$ cat config.mk
export PLATFORM = sky130hd
export DESIGN_NAME = preamble_length_frame_deframer
export DESIGN_NICKNAME = d
export VERILOG_FILES = /design/src/hw/rtl/plfd_pkg.sv /design/src/hw/rtl/preamble_length_frame_deframer.sv
export SDC_FILE = /design/constraint.sdc
export NUM_CORES = 1
export LEC_CHECK = 0
export BUFFER_PORTS_ARGS = -buffer_cell sky130_fd_sc_hd__buf_2
export CAP_MARGIN = 10
export CELL_PAD_IN_SITES_DETAIL_PLACEMENT = 0
export CELL_PAD_IN_SITES_GLOBAL_PLACEMENT = 1
export CORE_ASPECT_RATIO = 1.5
export CORE_MARGIN = 10
export CORE_UTILIZATION = 40
export DETAILED_ROUTE_END_ITERATION = 10
export GPL_TIMING_DRIVEN = 0
export PLACE_DENSITY_LB_ADDON = 0.1
export SKIP_LAST_GASP = 1
export SYNTH_ARGS = -nofsm -noshare
export SYNTH_HDL_FRONTEND = slang
export SYNTH_SLANG_ARGS = --single-unit
export TNS_END_PERCENT = 50
$ cat constraint.sdc
create_clock -name clk -period 6.05 [get_ports clk]
set_clock_uncertainty 0.05 [all_clocks]
set_input_delay 0.9075 -clock clk [delete_from_list [all_inputs] [get_ports clk]]
set_output_delay 0.9075 -clock clk [all_outputs]
set_load 0.01 [all_outputs]
$ cat src/hw/rtl/plfd_pkg.sv
// Shared constants, types and helpers for the preamble/length deframer.
`timescale 1ns / 1ps

package plfd_pkg;

  // Preamble byte, sent twice ahead of every frame
  localparam logic [7:0] PREAMBLE_BYTE = 8'h55;

  // Register indexes on the configuration port
  localparam logic [0:0] REG_CHECK_MODE      = 1'd0;
  localparam logic [0:0] REG_MAX_PAYLOAD_LEN = 1'd1;

  // Configuration reset values
  localparam logic [1:0]  CHECK_MODE_RST      = 2'd1;
  localparam logic [15:0] MAX_PAYLOAD_LEN_RST = 16'd2048;

  // Check mode codes
  localparam logic [1:0] CHECK_NONE = 2'd0;
  localparam logic [1:0] CHECK_TWO  = 2'd1;
  localparam logic [1:0] CHECK_FOUR = 2'd2;

  // Result field kinds
  localparam logic [2:0] KIND_DEST    = 3'd0;
  localparam logic [2:0] KIND_SRC     = 3'd1;
  localparam logic [2:0] KIND_LENGTH  = 3'd2;
  localparam logic [2:0] KIND_PAYLOAD = 3'd3;
  localparam logic [2:0] KIND_CHECK   = 3'd4;
  localparam logic [2:0] KIND_LEN_ERR = 3'd5;

  // One result request
  typedef struct packed {
    logic [2:0]  kind;
    logic [15:0] value;
    logic        last;
  } result_t;

  // Number of check bytes that trail the payload; the unused mode means none
  function automatic logic [2:0] check_count(input logic [1:0] mode);
    logic [2:0] n;
    case (mode)
      CHECK_TWO:  n = 3'd2;
      CHECK_FOUR: n = 3'd4;
      default:    n = 3'd0;
    endcase
    return n;
  endfunction

endpackage

$ cat src/hw/rtl/preamble_length_frame_deframer.sv
// Top level of the preamble and length-field deframer.
`timescale 1ns / 1ps

// Usage
//   Input channel (in_valid / in_stall / in_rx_byte) carries received link
//   bytes, one request per byte. The block hunts for two 0x55 bytes, then
//   reports destination and source address bytes, the big-endian 16-bit
//   length, the payload bytes and 0, 2 or 4 check bytes. A length above
//   max_payload_len gives a single length-error result and hunting resumes.
//   Output channel (out_valid / out_stall / out_field_kind / out_field_value
//   / out_frame_last) carries zero or one result request per input byte;
//   out_frame_last marks the final result of a frame.
//   Results: each result is registered in the output register, or in the
//   skid entry while the output waits. Throughput: one byte per cycle while
//   in_stall is low; each byte is classified by combinational phase logic.
//   Stalls: an output register plus one skid entry sit behind the phase
//   logic, so a byte is still taken while one result waits at the output.
//   in_stall rises only once the skid entry is occupied too; it is a
//   register output and does not follow out_stall combinationally.
//   Reset (rst_n low at a clock edge) returns to hunting, empties the
//   output and loads check_mode = 1 and max_payload_len = 2048.
//   Configuration: write cfg_wdata to register cfg_index (0 check_mode,
//   1 max_payload_len) while cfg_wr_en is high; write only while idle.
module preamble_length_frame_deframer (
  input  logic        clk,
  input  logic        rst_n,
  // configuration write port
  input  logic        cfg_wr_en,
  input  logic [0:0]  cfg_index,
  input  logic [15:0] cfg_wdata,
  // received bytes
  input  logic        in_valid,
  output logic        in_stall,
  input  logic [7:0]  in_rx_byte,
  // result fields
  output logic        out_valid,
  input  logic        out_stall,
  output logic [2:0]  out_field_kind,
  output logic [15:0] out_field_value,
  output logic        out_frame_last
);

  // Phase codes
  localparam logic [2:0] PH_HUNT0   = 3'd0;
  localparam logic [2:0] PH_HUNT1   = 3'd1;
  localparam logic [2:0] PH_DEST    = 3'd2;
  localparam logic [2:0] PH_SRC     = 3'd3;
  localparam logic [2:0] PH_LENH    = 3'd4;
  localparam logic [2:0] PH_LENL    = 3'd5;
  localparam logic [2:0] PH_PAYLOAD = 3'd6;
  localparam logic [2:0] PH_CHECK   = 3'd7;

  // Configuration registers
  logic [1:0]  check_mode_r;
  logic [15:0] max_len_r;

  // Frame state
  logic [2:0]  phase_r, phase_nxt;
  logic [7:0]  len_high_r, len_high_nxt;
  logic [15:0] bytes_left_r, bytes_left_nxt;

  // Output register and skid entry
  logic                  out_valid_r, out_valid_nxt;
  plfd_pkg::result_t     out_r, out_nxt;
  logic                  skid_valid_r, skid_valid_nxt;
  plfd_pkg::result_t     skid_r, skid_nxt;

  logic                  in_fire;
  logic                  out_fire;
  logic                  res_valid;
  plfd_pkg::result_t     res;
  logic [15:0]           full_len;
  logic [2:0]            n_check;

  assign in_stall = skid_valid_r;
  assign in_fire  = in_valid && !skid_valid_r;
  assign out_fire = out_valid_r && !out_stall;

  assign full_len = {len_high_r, in_rx_byte};
  assign n_check  = plfd_pkg::check_count(check_mode_r);

  // Classify one byte and advance the phase
  always_comb begin
    phase_nxt      = phase_r;
    len_high_nxt   = len_high_r;
    bytes_left_nxt = bytes_left_r;
    res_valid      = 1'b0;
    res.kind       = plfd_pkg::KIND_DEST;
    res.value      = {8'd0, in_rx_byte};
    res.last       = 1'b0;
    unique case (phase_r)
      PH_HUNT0: begin
        if (in_rx_byte == plfd_pkg::PREAMBLE_BYTE) phase_nxt = PH_HUNT1;
      end
      PH_HUNT1: begin
        phase_nxt = (in_rx_byte == plfd_pkg::PREAMBLE_BYTE) ? PH_DEST : PH_HUNT0;
      end
      PH_DEST: begin
        phase_nxt = PH_SRC;
        res_valid = 1'b1;
        res.kind  = plfd_pkg::KIND_DEST;
      end
      PH_SRC: begin
        phase_nxt = PH_LENH;
        res_valid = 1'b1;
        res.kind  = plfd_pkg::KIND_SRC;
      end
      PH_LENH: begin
        len_high_nxt = in_rx_byte;
        phase_nxt    = PH_LENL;
      end
      PH_LENL: begin
        res_valid = 1'b1;
        res.value = full_len;
        if (full_len > max_len_r) begin
          // too long: report and drop the frame
          res.kind       = plfd_pkg::KIND_LEN_ERR;
          res.last       = 1'b1;
          bytes_left_nxt = 16'd0;
          phase_nxt      = PH_HUNT0;
        end else begin
          res.kind = plfd_pkg::KIND_LENGTH;
          if (full_len != 16'd0) begin
            bytes_left_nxt = full_len;
            phase_nxt      = PH_PAYLOAD;
          end else if (n_check != 3'd0) begin
            bytes_left_nxt = {13'd0, n_check};
            phase_nxt      = PH_CHECK;
          end else begin
            bytes_left_nxt = 16'd0;
            phase_nxt      = PH_HUNT0;
            res.last       = 1'b1;
          end
        end
      end
      PH_PAYLOAD: begin
        res_valid = 1'b1;
        res.kind  = plfd_pkg::KIND_PAYLOAD;
        if (bytes_left_r > 16'd1) begin
          bytes_left_nxt = bytes_left_r - 16'd1;
        end else if (n_check != 3'd0) begin
          bytes_left_nxt = {13'd0, n_check};
          phase_nxt      = PH_CHECK;
        end else begin
          bytes_left_nxt = 16'd0;
          phase_nxt      = PH_HUNT0;
          res.last       = 1'b1;
        end
      end
      PH_CHECK: begin
        res_valid = 1'b1;
        res.kind  = plfd_pkg::KIND_CHECK;
        if (bytes_left_r > 16'd1) begin
          bytes_left_nxt = bytes_left_r - 16'd1;
        end else begin
          bytes_left_nxt = 16'd0;
          phase_nxt      = PH_HUNT0;
          res.last       = 1'b1;
        end
      end
      default: phase_nxt = PH_HUNT0;
    endcase
  end

  // Steer results into the output register or the skid entry
  always_comb begin
    out_valid_nxt  = out_valid_r;
    out_nxt        = out_r;
    skid_valid_nxt = skid_valid_r;
    skid_nxt       = skid_r;
    if (skid_valid_r) begin
      if (out_fire) begin
        out_nxt        = skid_r;
        skid_valid_nxt = 1'b0;
      end
    end else if (in_fire && res_valid) begin
      if (!out_valid_r || out_fire) begin
        out_nxt       = res;
        out_valid_nxt = 1'b1;
      end else begin
        skid_nxt       = res;
        skid_valid_nxt = 1'b1;
      end
    end else if (out_fire) begin
      out_valid_nxt = 1'b0;
    end
  end

  always_ff @(posedge clk) begin
    if (!rst_n) begin
      check_mode_r <= plfd_pkg::CHECK_MODE_RST;
      max_len_r    <= plfd_pkg::MAX_PAYLOAD_LEN_RST;
      phase_r      <= PH_HUNT0;
      len_high_r   <= 8'd0;
      bytes_left_r <= 16'd0;
      out_valid_r  <= 1'b0;
      skid_valid_r <= 1'b0;
    end else begin
      if (cfg_wr_en) begin
        unique case (cfg_index)
          plfd_pkg::REG_CHECK_MODE:      check_mode_r <= cfg_wdata[1:0];
          plfd_pkg::REG_MAX_PAYLOAD_LEN: max_len_r    <= cfg_wdata;
          default: ;
        endcase
      end
      if (in_fire) begin
        phase_r      <= phase_nxt;
        len_high_r   <= len_high_nxt;
        bytes_left_r <= bytes_left_nxt;
      end
      out_valid_r  <= out_valid_nxt;
      skid_valid_r <= skid_valid_nxt;
    end
  end

  // Payload registers hold without reset
  always_ff @(posedge clk) begin
    out_r  <= out_nxt;
    skid_r <= skid_nxt;
  end

  assign out_valid       = out_valid_r;
  assign out_field_kind  = out_r.kind;
  assign out_field_value = out_r.value;
  assign out_frame_last  = out_r.last;

  // The skid entry is only ever filled behind a waiting output
  a_skid_behind_out: assert property (@(posedge clk) disable iff (!rst_n)
    skid_valid_r |-> out_valid_r)
    else $error("skid entry valid while output register empty");

  // A frame-ending result always sends the block back to hunting
  a_last_hunts: assert property (@(posedge clk) disable iff (!rst_n)
    (in_fire && res_valid && res.last) |=> (phase_r == PH_HUNT0))
    else $error("frame end did not return to hunting");

  // Counted phases never run with an empty count
  a_count_live: assert property (@(posedge clk) disable iff (!rst_n)
    (phase_r == PH_PAYLOAD || phase_r == PH_CHECK) |-> (bytes_left_r != 16'd0))
    else $error("payload or check phase with zero bytes left");

  // Check phase counts at most four bytes
  a_check_bound: assert property (@(posedge clk) disable iff (!rst_n)
    (phase_r == PH_CHECK) |-> (bytes_left_r <= 16'd4))
    else $error("check byte count out of range");

endmodule
Word level (Yosys, flattened, before mapping)
Index checks and enable logic that the tools add are counted.
Widths: inputs -> output; s select.
{ "totals": {"reg_bits": 87, "latch_bits": 0, "ram_bits": 0, "romBits": 0, "output_inout_bits": 22, "n_memories": 0} }
{ "op_classes": {"n_addsub": 1, "multipliers": 0, "div": 0, "n_lt_le_gt_ge": 2, "n_eq_ne": 15, "shift": 0, "mux": 36, "n_bitwise": 3, "n_reduce_logical": 23} }
{ "op_table": {"columns": ["op", "count"], "rows": [
  ["$mux 16", 5],
  ["$mux 20", 4],
  ["$pmux 16 s3", 1],
  ["$mux 3", 8],
  ["$pmux 3 s8", 1],
  ["$gt 16x1->1 const B", 1],
  ["$gt 16x16->1", 1],
  ["$reduce_bool 16->1", 1],
  ["$sub 16x1->16 const B", 1],
  ["$mux 1", 13],
  ["$eq 3x3->1 const B", 4],
  ["$pmux 3 s4", 1],
  ["$reduce_and 3->1", 3],
  ["$eq 8x7->1 const B", 1],
  ["$reduce_and 2->1", 4],
  ["$eq 3x2->1 const B", 2],
  ["$ne 2x2->1 const B", 3],
  ["$pmux 3 s2", 1],
  ["$reduce_bool 2->1", 3],
  ["$reduce_bool 3->1", 2],
  ["$reduce_or 5->1", 1],
  ["$ne 2x1->1 const B", 2],
  ["$reduce_and 4->1", 1],
  ["$eq 3x1->1 const B", 1],
  ["9 further kinds", 15]
]} }

Longest topological paths before layout
{ "logic_depth": {"word_depth": 10, "ltp_mapped": 10, "depth_no_buf": 8} }

Least setup slack after synthesis
No wires, ideal clock.
{ "synth_timing": {"path_kind": "input port to flip-flop", "startpoint": "input port in_rx_byte[7]", "endpoint": "register out_r (netlist bit out_field_kind[0]), data pin", "setup_ns": 0.260, "t_arrival_ns": 2.393, "required_time_ns": 5.740, "setup_slack_ns": 3.347, "stages": 7, "path_buffers": 0, "path_cell_list": "ha_1 > a41o_1 > a21oi_1 > nor4_1 > o31ai_2 > o22ai_1 > mux2_2"} }
{ "synth_rtl": {"columns": ["element", "line", "text"], "rows": [
  ["start: declaration", "preamble_length_frame_deframer.sv:34", "input logic [7:0] in_rx_byte,"],
  ["end signal: assignment", "preamble_length_frame_deframer.sv:218", "out_r <= out_nxt;"],
  ["end: declaration", "preamble_length_frame_deframer.sv:64", "plfd_pkg::result_t out_r, out_nxt;"]
]} }

==> results.py <==
metrics = {
    "outcome": {
        "status": "finished clean",
    },
    "placement": {
        "post_dp_cell_area_um2": 4950,
        "hpwl_um": 8760,
        "port-buffer-count": 51,
        "gp_congestion": 0.777,
        "place_inst": 656,
    },
    "clocking": {
        "post_cts.repair.setup_buffers": 0,
        "clock_path_buffers": 2,
        "cts_tree": "done",
        "path_clk_slew_ns": 0.07,
        "root_buffer": "clkbuf_16",
        "cts_hold_buf": 0,
        "cts_buffers": 9,
        "htreeDepth": 3,
        "clkLatencyLatePin_ns": 0.35,
        "clkSinkCount": 87,
        "cts_resized": 0,
    },
    "critical_path": {
        "cp_max_fo": 7,
        "slowest_delay_ns": 0.62,
        "r2r_start": "len_high_r[7]$_SDFFE_PN0P_",
        "crit_path_start_kind": "input port",
        "worstPathArrival_ns": 3.00,
        "reg2reg_depth": 7,
        "cp-end-kind": "flop",
        "cp_cell_sequence": "buf_2, ha_1, a41o_1, a21oi_1, nor4_1, o31ai_2, o22ai_1, mux2_2",
        "reg2reg_setup_slack_ns": 3.11,
        "crit_type": "input port to flop",
        "r2r-end": "out_field_kind[0]$_DFFE_PP_",
        "cpMaxStageDelayCell": "o31ai_2",
        "cp.required_ns": 6.10,
    },
    "floorplanning": {
        "initial_core_util_pct": 40.8,
        "dieArea_um2": 15900,
        "fp.coreArea_um2": 11000,
        "num_io_pins": 52,
        "die_h_um": 150,
        "die_w_um": 106,
        "num_rows": 47,
    },
    "timing": {
        "final.setup.tns_ns": 0,
        "finalSetupViolations": 0,
        "min_period_ns": 2.95,
        "tightest_slew_ns": 0.959,
        "fmax_ghz": 0.339,
        "whs_ns": 0.417,
        "period_share_pct": 48.8,
        "finalHoldViolations": 0,
        "finalMaxSlewViolations": 0,
        "maxSlewHeadroom_pct": 36.1,
        "grt_setup_unrepaired": "no",
    },
    "synthesis": {
        "netlist_top_cells_area": "edfxtp_1, dfxtp_1, ha_1",
        "yosysTopAreaCellShare_pct": 26.8,
        "synth-seq-area-share_pct": 47.7,
        "ys_types": 56,
        "synth_edf_count": 40,
        "async_flop_share_pct": 0,
        "yosysWarnings": 0,
        "syn-cell-area_um2": 4490,
        "syn_inst": 457,
        "synth_area_leader_cell": "edfxtp_1",
        "ys_ff_latch": 87,
        "syn_area_per_cell_um2": 9.82,
        "syn-num-nets": 507,
        "synth-main-ff-cell": "dfxtp_1",
    },
    "grt": {
        "overflow": 0,
        "grt_pass1_vias": 3706,
        "track_usage_pct": 15.4,
        "grt_max_degree": 21,
        "grt_first_pass_wirelength_um": 19300,
        "grt_antenna_before_repair": 1,
    },
    "power": {
        "power.density_nw_per_um2": 237,
        "power_mw": 1.24,
        "p_leak_nw": 2.07,
        "max-vdd-ir-drop_mv": 0.126,
    },
    "min_path": {
        "min_from": "max_len_r[9]$_SDFFE_PN0P_",
        "hold_path_depth": 2,
        "hold_path_end": "max_len_r[9]$_SDFFE_PN0P_",
        "hp-class": "flop to flop",
    },
    "cells_and_area": {
        "final_area_um2": 5250,
        "drive_above_1_share_pct": 18.7,
        "final_nets": 570,
        "syn_to_final_growth_pct": 16.9,
        "layoutNonFillerInstCount": 673,
    },
    "route": {
        "detail-route-antenna-nets": 0,
        "vias_per_cell": 5.25,
        "routed_wl_um": 11700,
        "wl_per_cell_um": 17.3,
        "first_pass_iters": 4,
        "drt_iter0_markers": 186,
        "vias": 3536,
        "route.detailed.drc": 0,
    },
    "run": {
        "max_cap_violations": 0,
    },
}
-- placed cells by master (no fill, tap or decap), types with 11 or more instances in the layout --
cell / instances
a21boi_0: 17
a21oi_1: 34
and2_1: 11
buf_2: 53
clkbuf_1: 19
dfxtp_1: 47
edfxtp_1: 40
ha_1: 20
inv_1: 24
mux2_2: 16
nand2_1: 53
nor2_1: 29
nor2b_1: 12
o21ai_0: 29
-- stage by stage --
stage	utilization, %	setup WS [ns]
floorplan	-	3.35
global placement	44.8	2.71
finish	47.7	3.10
global route	47.7	2.96
detailed placement	45.0	2.74
CTS	47.7	3.07
-- routing by layer --
layer / vias up / GRT usage, % / wire (um)
met3: 20 / 4.00 / 553
met4: 0 / 7.40 / 255
met5: - / 0 / 0
li1: 1770 / - / -
met2: 79 / 27.2 / 6140
met1: 1667 / 16.6 / 4710
-- power breakdown --
part	internal, mW	switching [mW]	leakage (nW)	total [mW]
sequential	0.617	0.00271	0.718	0.619
clock	0.291	0.261	0.143	0.553
combinational	0.0282	0.0416	1.21	0.0698
-- kinds of logic after synthesis --
| group | share of synthesized area (%) |
|---|---|
| and+or+nand+nor | 17.7 |
| AOI/OAI and AO/OA | 15.7 |
| DFF | 47.7 |
| buffers and inverters | 4.16 |
| muxes | 6.58 |
| adders and majority gates | 5.58 |
| xor gates and xnor gates | 2.54 |
-- Yosys cell counts (3+ instances only) --
cell,number
a21oi_1,34
o211ai_1,5
nand4_1,8
o31ai_1,4
and3_1,3
xor2_1,10
nor4_1,3
and2_1,11
mux2i_1,10
or4_1,6
nor3_1,5
nand3_1,7
a21boi_0,17
dfxtp_1,47
nand2b_1,3
o21ai_0,29
clkbuf_1,19
inv_1,24
nor2b_1,12
xnor2_1,3
nand2_1,53
ha_1,20
edfxtp_1,40
nor2_1,29
a21o_1,4
mux2_2,16
-- final cells by class --
cell class                      instances  area (um2)
Inverter                               24        90.1
Sequential cell                        87        2140
Clock buffer                            9         225
Fill cell                            1081        5750
Tap cell                              147         184
Antenna cell                            1        2.50
Clock inverter                          7        72.6
Buffer                                 23        96.3
Timing Repair Buffer                   52         270
Multi-Input combinational cell        323        2160
-- worst max-delay path, delay by kind of cell --
kind	cells	cell delay [ns]
buffers and inverters	1	0.16
AND/OR/NAND/NOR	1	0.11
adder cells (fa/ha/maj)	1	0.34
AO/OA/AOI/OAI	4	1.20
multiplexers	1	0.28
-- worst max-delay path by stage --
| stage | start | end | slack [ns] |
|---|---|---|---|
| 6_report | in_rx_byte[7] | out_field_kind[0]$_DFFE_PP_ | 3.10 |
| 3_3_place_gp | in_stall$_SDFF_PN0_ | out_field_value[1]$_DFFE_PP_ | 2.71 |
| 5_1_grt | len_high_r[7]$_SDFFE_PN0P_ | out_field_kind[0]$_DFFE_PP_ | 2.96 |
| 4_1_cts | len_high_r[7]$_SDFFE_PN0P_ | out_field_kind[0]$_DFFE_PP_ | 3.07 |
| 3_5_place_dp | in_rx_byte[7] | out_field_kind[0]$_DFFE_PP_ | 2.74 |
| 2_1_floorplan | in_rx_byte[7] | out_field_kind[0]$_DFFE_PP_ | 3.35 |
-- flip-flops by register name, summed over array words and instances, names as in the netlist --
signal / flops
check_mode_r: 2
out_frame_last: 1
max_len_r: 16
out_valid: 1
bytes_left_r: 16
out_field_value: 16
in_stall: 1
skid_r: 20
phase_r: 3
len_high_r: 8
out_field_kind: 3
Power figures use the tool's default switching activity.
